==> src/rtl/rorf_pkg.sv <==
`default_nettype none

package rorf_pkg;

  // fixed field widths
  localparam int unsigned CMD_W     = 2;
  localparam int unsigned COORD_W   = 24;
  localparam int unsigned CHAR_W    = 8;
  localparam int unsigned CELL_W    = 8;
  localparam int unsigned DIM_REG_W = 9;
  localparam int unsigned REG_IDX_W = 2;
  localparam int unsigned CFG_DATA_W = 9;

  // command codes
  localparam logic [CMD_W-1:0] CMD_CLEAR = 2'd0;
  localparam logic [CMD_W-1:0] CMD_DRAW  = 2'd1;
  localparam logic [CMD_W-1:0] CMD_READ  = 2'd2;

  // register indexes
  localparam logic [REG_IDX_W-1:0] REG_CANVAS_WIDTH    = 2'd0;
  localparam logic [REG_IDX_W-1:0] REG_CANVAS_HEIGHT   = 2'd1;
  localparam logic [REG_IDX_W-1:0] REG_BACKGROUND_CHAR = 2'd2;

  // register reset values
  localparam logic [DIM_REG_W-1:0] RST_CANVAS_WIDTH    = 9'd256;
  localparam logic [DIM_REG_W-1:0] RST_CANVAS_HEIGHT   = 9'd256;
  localparam logic [CHAR_W-1:0]    RST_BACKGROUND_CHAR = 8'd32;

  typedef struct packed {
    logic [CMD_W-1:0]          cmd;
    logic                      filled;
    logic signed [COORD_W-1:0] rect_left;
    logic signed [COORD_W-1:0] rect_top;
    logic signed [COORD_W-1:0] rect_span_x;
    logic signed [COORD_W-1:0] rect_span_y;
    logic [CHAR_W-1:0]         paint_char;
    logic [CELL_W-1:0]         cell_col;
    logic [CELL_W-1:0]         cell_row;
  } req_t;

  typedef struct packed {
    logic [CHAR_W-1:0] cell_char;
    logic              out_of_range;
  } rsp_t;

endpackage

`default_nettype wire

==> src/rtl/rorf_bbox.sv <==
`default_nettype none

module rorf_bbox #(
  parameter int unsigned FRAC_BITS = 8,
  parameter int unsigned CW        = 8,
  parameter int unsigned DW        = 9,
  parameter int unsigned SW        = 27
) (
  input  wire logic                                  clk_i,
  input  wire logic                                  load_i,
  input  wire logic signed [rorf_pkg::COORD_W-1:0]   rect_left_i,
  input  wire logic signed [rorf_pkg::COORD_W-1:0]   rect_top_i,
  input  wire logic signed [rorf_pkg::COORD_W-1:0]   rect_span_x_i,
  input  wire logic signed [rorf_pkg::COORD_W-1:0]   rect_span_y_i,
  input  wire logic        [DW-1:0]                  w_eff_i,
  input  wire logic        [DW-1:0]                  h_eff_i,
  output logic                                       empty_o,
  output logic             [CW-1:0]                  col_lo_o,
  output logic             [CW-1:0]                  col_hi_o,
  output logic             [CW-1:0]                  row_lo_o,
  output logic             [CW-1:0]                  row_hi_o,
  output logic signed      [SW-1:0]                  x_lo_edge_o,
  output logic signed      [SW-1:0]                  x_hi_edge_o,
  output logic signed      [SW-1:0]                  y_lo_edge_o,
  output logic signed      [SW-1:0]                  y_hi_edge_o
);

  localparam logic signed [SW-1:0] One   = SW'(1) << FRAC_BITS;
  localparam logic signed [SW-1:0] OneM1 = One - SW'(1);

  logic signed [SW-1:0] left_x, top_y, right_x, bot_y;

  // stage one: integer bounds and edge thresholds
  logic signed [SW-1:0] ceil_l_q, floor_r_q, ceil_t_q, floor_b_q;
  logic signed [SW-1:0] left_p1_q, right_m1_q, top_p1_q, bot_m1_q;
  logic                 span_bad_q;

  // stage two: bounds clamped to the canvas
  logic                 empty_q;
  logic [CW-1:0]        col_lo_q, col_hi_q, row_lo_q, row_hi_q;

  logic signed [SW-1:0] w_s, h_s;

  always_comb begin
    left_x  = SW'(rect_left_i);
    top_y   = SW'(rect_top_i);
    right_x = left_x + SW'(rect_span_x_i);
    bot_y   = top_y + SW'(rect_span_y_i);
    w_s     = $signed(SW'(w_eff_i));
    h_s     = $signed(SW'(h_eff_i));
  end

  always_ff @(posedge clk_i) begin
    if (load_i) begin
      ceil_l_q   <= (left_x + OneM1) >>> FRAC_BITS;
      ceil_t_q   <= (top_y + OneM1) >>> FRAC_BITS;
      floor_r_q  <= right_x >>> FRAC_BITS;
      floor_b_q  <= bot_y >>> FRAC_BITS;
      left_p1_q  <= left_x + One;
      right_m1_q <= right_x - One;
      top_p1_q   <= top_y + One;
      bot_m1_q   <= bot_y - One;
      span_bad_q <= (rect_span_x_i <= 0) || (rect_span_y_i <= 0);
    end
  end

  // a span lying between two whole units covers no cell at all
  always_ff @(posedge clk_i) begin
    empty_q  <= span_bad_q || (w_eff_i == '0) || (h_eff_i == '0) ||
                (floor_r_q < 0) || (ceil_l_q >= w_s) ||
                (floor_b_q < 0) || (ceil_t_q >= h_s) ||
                (ceil_l_q > floor_r_q) || (ceil_t_q > floor_b_q);
    col_lo_q <= (ceil_l_q < 0) ? '0 : ceil_l_q[CW-1:0];
    row_lo_q <= (ceil_t_q < 0) ? '0 : ceil_t_q[CW-1:0];
    col_hi_q <= (floor_r_q >= w_s) ? CW'(w_eff_i - DW'(1)) : floor_r_q[CW-1:0];
    row_hi_q <= (floor_b_q >= h_s) ? CW'(h_eff_i - DW'(1)) : floor_b_q[CW-1:0];
  end

  assign empty_o     = empty_q;
  assign col_lo_o    = col_lo_q;
  assign col_hi_o    = col_hi_q;
  assign row_lo_o    = row_lo_q;
  assign row_hi_o    = row_hi_q;
  assign x_lo_edge_o = left_p1_q;
  assign x_hi_edge_o = right_m1_q;
  assign y_lo_edge_o = top_p1_q;
  assign y_hi_edge_o = bot_m1_q;

endmodule

`default_nettype wire
==> config.mk <==
export PLATFORM = sky130hd
export DESIGN_NAME = rorf_bbox
export DESIGN_NICKNAME = d
export VERILOG_FILES = /design/src/rtl/rorf_pkg.sv /design/src/rtl/rorf_bbox.sv
export SDC_FILE = /design/constraint.sdc
export NUM_CORES = 1
export LEC_CHECK = 0
export BUFFER_PORTS_ARGS = -buffer_cell sky130_fd_sc_hd__buf_2
export CORE_ASPECT_RATIO = 1.1
export CORE_MARGIN = 2
export CORE_UTILIZATION = 45
export CTS_CLUSTER_SIZE = 40
export DETAILED_ROUTE_END_ITERATION = 16
export PLACE_DENSITY = 0.74
export SYNTH_ARGS = -nofsm -noshare
export SYNTH_HDL_FRONTEND = slang
export SYNTH_SLANG_ARGS = --single-unit
export TNS_END_PERCENT = 30
==> constraint.sdc <==
create_clock -name clk_i -period 5.52 [get_ports clk_i]
set_input_delay 1.104 -clock clk_i [delete_from_list [all_inputs] [get_ports clk_i]]
set_output_delay 1.104 -clock clk_i [all_outputs]
set_load 0.01 [all_outputs]
==> results of run 1 <==
area by class of cell:
| type | instances | area [µm²] |
|---|---|---|
| timing repair buffer | 259 | 1320 |
| clock inverter | 18 | 206 |
| sequential | 204 | 5800 |
| multi-input combinational | 894 | 6540 |
| antenna | 1 | 2.50 |
| clock buffer | 24 | 579 |
| inverter | 87 | 327 |
| fill | 2471 | 12600 |
| tap | 363 | 454 |
per-stage QoR:
| step | worst slack (ns) | util, % | instance area, µm² |
|---|---|---|---|
| floorplan | 1.21 | - | 12800 |
| global placement | 0.716 | 51.8 | 14400 |
| detailed placement | 0.608 | 51.8 | 14400 |
| CTS | 1.13 | 54.6 | 15200 |
| global route | 0.781 | 54.6 | 15200 |
| finish | 0.960 | 54.6 | 15200 |
flip-flops by register name, indices dropped and copies added (netlist names):
name	flops
span_bad_q	1
x_hi_edge_o	26
ceil_l_q	17
row_lo_o	8
floor_r_q	17
y_lo_edge_o	25
empty_o	1
row_hi_o	8
col_lo_o	8
col_hi_o	8
floor_b_q	17
ceil_t_q	17
y_hi_edge_o	26
x_lo_edge_o	25
worst max-delay path: stages:
cell and delay [ns]:
buf_2 0.10, ha_1 0.18, inv_1 0.06, fa_1 0.40, nor2b_1 0.17, o31a_1 0.24, o21ai_1 0.12, a2111oi_1 0.79
o21ai_0 0.26, and2_1 0.23, or4_1 0.64, nor4_1 0.39, xor2_1 0.12
cells by family after synthesis:
family / count (synthesis)
buf+inv: 117
simple gates: 374
mux: 13
compound gates: 253
fa+ha+maj: 126
xor+xnor: 128
flops: 204
power breakdown:
| group | switching, mW | internal [mW] |
|---|---|---|
| clock network | 0.633 | 0.954 |
| registers | 0.106 | 1.92 |
| logic | 0.700 | 0.479 |
cells in the final DEF, fill, tap and decap left out, types with 13 or more instances in the layout:
| master | Yosys | layout |
|---|---|---|
| buf_2 | 3 | 255 |
| edfxtp_1 | 171 | 171 |
| ha_1 | 124 | 124 |
| inv_1 | 86 | 86 |
| nand2_1 | 81 | 81 |
| xnor2_1 | 77 | 77 |
| nor2_1 | 61 | 61 |
| a21oi_1 | 61 | 61 |
| nor3_1 | 53 | 53 |
| xor2_1 | 50 | 50 |
| o21ai_0 | 38 | 38 |
| a21o_1 | 34 | 34 |
| dfxtp_1 | 33 | 33 |
| nand3_1 | 27 | 27 |
| nor2b_1 | 24 | 24 |
| nand4_1 | 24 | 24 |
| nor4_1 | 23 | 23 |
| clkbuf_16 | 0 | 23 |
| and3_1 | 20 | 20 |
| o21a_1 | 18 | 18 |
| a211oi_1 | 13 | 13 |
routing by layer:
layer / part of all wire, % / global-route usage [%] / wire [µm]
met2: 46 / 36.8 / 15900
met4: 4.0 / 9.08 / 1380
met1: 43 / 30.0 / 14900
met5: 0 / 0 / 0
met3: 6.8 / 4.16 / 2350
worst max-delay path by stage:
stage                        start                        end  cells after the start
global placement    rect_left_i[0]  x_hi_edge_o[18]$_DFFE_PP_                     13
finish              rect_left_i[0]  x_hi_edge_o[24]$_DFFE_PP_                     13
global route        rect_left_i[0]  x_hi_edge_o[24]$_DFFE_PP_                     13
floorplan            rect_top_i[0]  y_hi_edge_o[23]$_DFFE_PP_                     11
detailed placement  rect_left_i[0]  x_hi_edge_o[18]$_DFFE_PP_                     13
CTS                 rect_left_i[0]  x_hi_edge_o[24]$_DFFE_PP_                     13
==> impl_metrics.tcl, run 1 <==
set metrics [dict create \
    status "complete, no violations" \
    synthXorXnorAreaFrac_pct 8.82 \
    row_count 64 \
    end_kind "register" \
    synth_cell_types 73 \
    drt-pass1-iter-count 6 \
    grt_antenna_before_repair 0 \
    synth_cells 1215 \
    nNetsFinal 1711 \
    max_cap_viol_count 0 \
    placedCellCount 1807 \
    hold-path-cell-count 2 \
    reg2reg_from "floor_r_q[0]$_DFFE_PP_" \
    hold-worst-slack_ns 0.518 \
    slew_headroom_pct 18.7 \
    initial_core_util_pct 45.9 \
    whs_endpoint "row_lo_o[0]$_SDFF_PP0_" \
    power.total_mw 4.79 \
    drt_wl_total_mm 34.5 \
    synth_mux_area_share_pct 1.04 \
    post-cts-setup-buffers 0 \
    async_flop_share_pct 0 \
    final.setup.tns_ns 0 \
    clock_path_buffers 3 \
    synth_top_area_share_pct 40.1 \
    viasPerCell 5.66 \
    synth_most_common_cell "edfxtp_1" \
    drc 0 \
    grt_max_degree 98 \
    clk_pin_slew_ns 0.07 \
    maxSlewViolCount 0 \
    clk_root_buffer_cell "clkbuf_16" \
    routedWlPerCell_um 18.7 \
    synth_edf_count 171 \
    final_cells 1850 \
    dieArea_um2 29800 \
    die_x_um 165 \
    cts_hold_buf 0 \
    cp_max_fo 5 \
    vias 10500 \
    coreArea_um2 27900 \
    synth_flop_cell "edfxtp_1" \
    rrSetupSlack_ns 2.42 \
    path_class "in -> reg" \
    yosys.area_share.adder_pct 12.4 \
    synthSimpleGateAreaFrac_pct 15.2 \
    peakVddDrop_mv 0.222 \
    drt_iter0_markers 743 \
    synth_compound_area_share_pct 13.6 \
    synth_area_leaders "edfxtp_1 (40%), ha_1 (12%), xnor2_1 (5.3%), dfxtp_1 (5.2%), xor2_1 (3.4%)" \
    arrival_ns 4.82 \
    synth_area_um2 12800 \
    dp_hpwl_mm 27.4 \
    yosysTopAreaCell "edfxtp_1" \
    yosys_warnings 0 \
    power.density_nw_per_um2 315 \
    syn_avg_cell_area_um2 10.5 \
    cts.sinks 204 \
    reg2reg_to "col_hi_o[4]$_DFF_P_" \
    hold_path.startpoint "ceil_t_q[0]$_DFFE_PP_" \
    rr_worst_depth 11 \
    ys_ff_latch 204 \
    synthTopCellsByCount "edfxtp_1 (171), ha_1 (124), inv_1 (86), nand2_1 (81), xnor2_1 (77)" \
    drtAntennaViolNets 0 \
    tightest_slew_ns 1.20 \
    syn_nets 1457 \
    required_ns 5.78 \
    fmax_mhz 219 \
    dieHeight_um 181 \
    clk_latency_ns 0.52 \
    hold_violations 0 \
    grt_pass1_vias 10100 \
    cp-start-kind "input pin" \
    synth-seq-area-share_pct 45.3 \
    fin_crit_ns 4.56 \
    final-setup-viol-count 0 \
    rsz0062_at_grt "false" \
    leakage_nw 6.59 \
    hold_path_class "reg -> reg" \
    timing.final.crit_share_pct 82.6 \
    synth_top_family_by_area "simple AND/OR/NAND/NOR gates" \
    place_congestion 1.02 \
    track_usage_pct 22.7 \
    h-tree-depth 1 \
    overflow 0 \
    io_pins 257 \
    tritoncts "yes" \
    grt_pass1_wl_mm 53.0 \
    area_delta_synth_final_pct 19.0 \
    cts_resized 0 \
    portBuffers 256 \
    drive_gt1_share_pct 21.3 \
    finClkSkew_ns 0.0152 \
    cts_made_buffers 23 \
]
No activity file was read; power rests on OpenSTA's default activity.
==> run 2, diff against run 1 <==
- clock period: 5.52 -> 4.7 ns (I/O delays scaled with it)
==> run 2 against run 1 <==
  * Clock skew fell by 0.0050 ns
  * Die area unchanged
  * Worst setup slack worse by 0.46 ns
  * Clock-buffer cell count rose by 6
  * Critical path type unchanged
==> impl_metrics.tcl, run 2 (synthesis gave the netlist of run 1 again) <==
set metrics [dict create \
    setup_ws_ns 0.497 \
    dieHeight_um 181 \
    rr_worst_depth 11 \
    final_cells 1861 \
    status "complete, no violations" \
    coreArea_um2 27900 \
    final-setup-viol-count 0 \
    hold_violations 0 \
    maxSlewViolCount 0 \
    arrival_ns 4.47 \
    cts.sinks 204 \
    cts_made_buffers 24 \
    max_cap_viol_count 0 \
    place_congestion 0.940 \
    layout_commonest_cell "buf_2" \
    die_x_um 165 \
    placedCellCount 1815 \
    peakVddDrop_mv 0.325 \
    slew_headroom_pct 21.3 \
    cp-start-kind "input pin" \
    area_delta_synth_final_pct 20.1 \
    fmax_mhz 238 \
    required_ns 4.97 \
    drt_iter0_markers 610 \
    grt_antenna_before_repair 2 \
    power.total_mw 5.82 \
    hold_path_class "reg -> reg" \
    io_pins 257 \
    drt-pass1-iter-count 6 \
    grt_pass1_wl_mm 55.0 \
    finClkSkew_ns 0.0102 \
    timing.final.crit_share_pct 89.4 \
    clock_path_buffers 3 \
    tritoncts "yes" \
    dp_slack_ns 0.117 \
    portBuffers 256 \
    drt_wl_total_mm 35.4 \
    rsz0062_at_grt "false" \
    end_kind "register" \
    hold-path-cell-count 2 \
    power.density_nw_per_um2 379 \
    drtAntennaViolNets 0 \
    row_count 64 \
    initial_core_util_pct 45.9 \
    dp_hpwl_mm 28.1 \
    h-tree-depth 1 \
    drc 0 \
    leakage_nw 6.68 \
    dieArea_um2 29800 \
    overflow 0 \
    routedWlPerCell_um 19.0 \
    clk_root_buffer_cell "clkbuf_16" \
    hold-worst-slack_ns 0.526 \
    vias 10400 \
    clk_latency_ns 0.53 \
    layout_common_cells "buf_2 (255), edfxtp_1 (171), ha_1 (124), inv_1 (86), nand2_1 (81)" \
    post_dp_cell_area_um2 14500 \
    clk_pin_slew_ns 0.06 \
    design_area_um2 15400 \
    cts_hold_buf 0 \
    viasPerCell 5.59 \
    track_usage_pct 23.5 \
    final.setup.tns_ns 0 \
    cts_resized 0 \
    cp_max_fo 5 \
    drive_gt1_share_pct 21.7 \
    final_util_pct 55.2 \
    path_class "in -> reg" \
    nNetsFinal 1720 \
    grt_pass1_vias 10500 \
    tightest_slew_ns 1.17 \
    grt_max_degree 71 \
    post-cts-setup-buffers 0 \
    fin_crit_ns 4.20 \
]
-- run 2: critical path, stage by stage --
cell	delay, ns
buf_2	0.10
ha_1	0.20
inv_1	0.07
fa_1	0.40
nor2b_1	0.16
o31a_1	0.16
o21ai_1	0.10
a2111oi_1	0.73
o21ai_0	0.23
and2_1	0.21
or4_1	0.65
or3_1	0.38
xnor2_1	0.13
-- run 2: worst paths after layout --
| path | slack, ns | to | start |
|---|---|---|---|
| worst max register to register | 1.56 | col_hi_o[7]$_DFF_P_ | floor_r_q[0]$_DFFE_PP_ |
| worst min register to register | 0.53 | row_lo_o[0]$_SDFF_PP0_ | ceil_t_q[0]$_DFFE_PP_ |
| worst max-delay path | 0.50 | x_hi_edge_o[18]$_DFFE_PP_ | rect_left_i[0] |
| worst min-delay path | 0.53 | row_lo_o[0]$_SDFF_PP0_ | ceil_t_q[0]$_DFFE_PP_ |
-- run 2: layer usage --
layer | part of all wire [%] | track usage, % | up-vias
li1 | - | - | 5051
met1 | 43 | 31.1 | 4908
met3 | 6.4 | 4.22 | 87
met2 | 46 | 38.1 | 356
met4 | 3.9 | 9.57 | 0
met5 | 0 | 0 | -
-- run 2: where the power goes --
part           internal, mW  total [mW]  switching, mW  leakage [nW]
sequential             2.25        2.37          0.120          1.95
clock                  1.30        2.05          0.749         0.421
combinational         0.572        1.40          0.830          4.31
total                  4.12        5.82           1.70          6.68
-- run 2: final cells by class --
class	instances	area [µm²]
Clock inverter	14	225
Sequential cell	204	5800
Tap cell	363	454
Multi-Input combinational cell	894	6540
Timing Repair Buffer	267	1380
Fill cell	2442	12500
Inverter	87	327
Clock buffer	30	644
Antenna cell	2	5.00
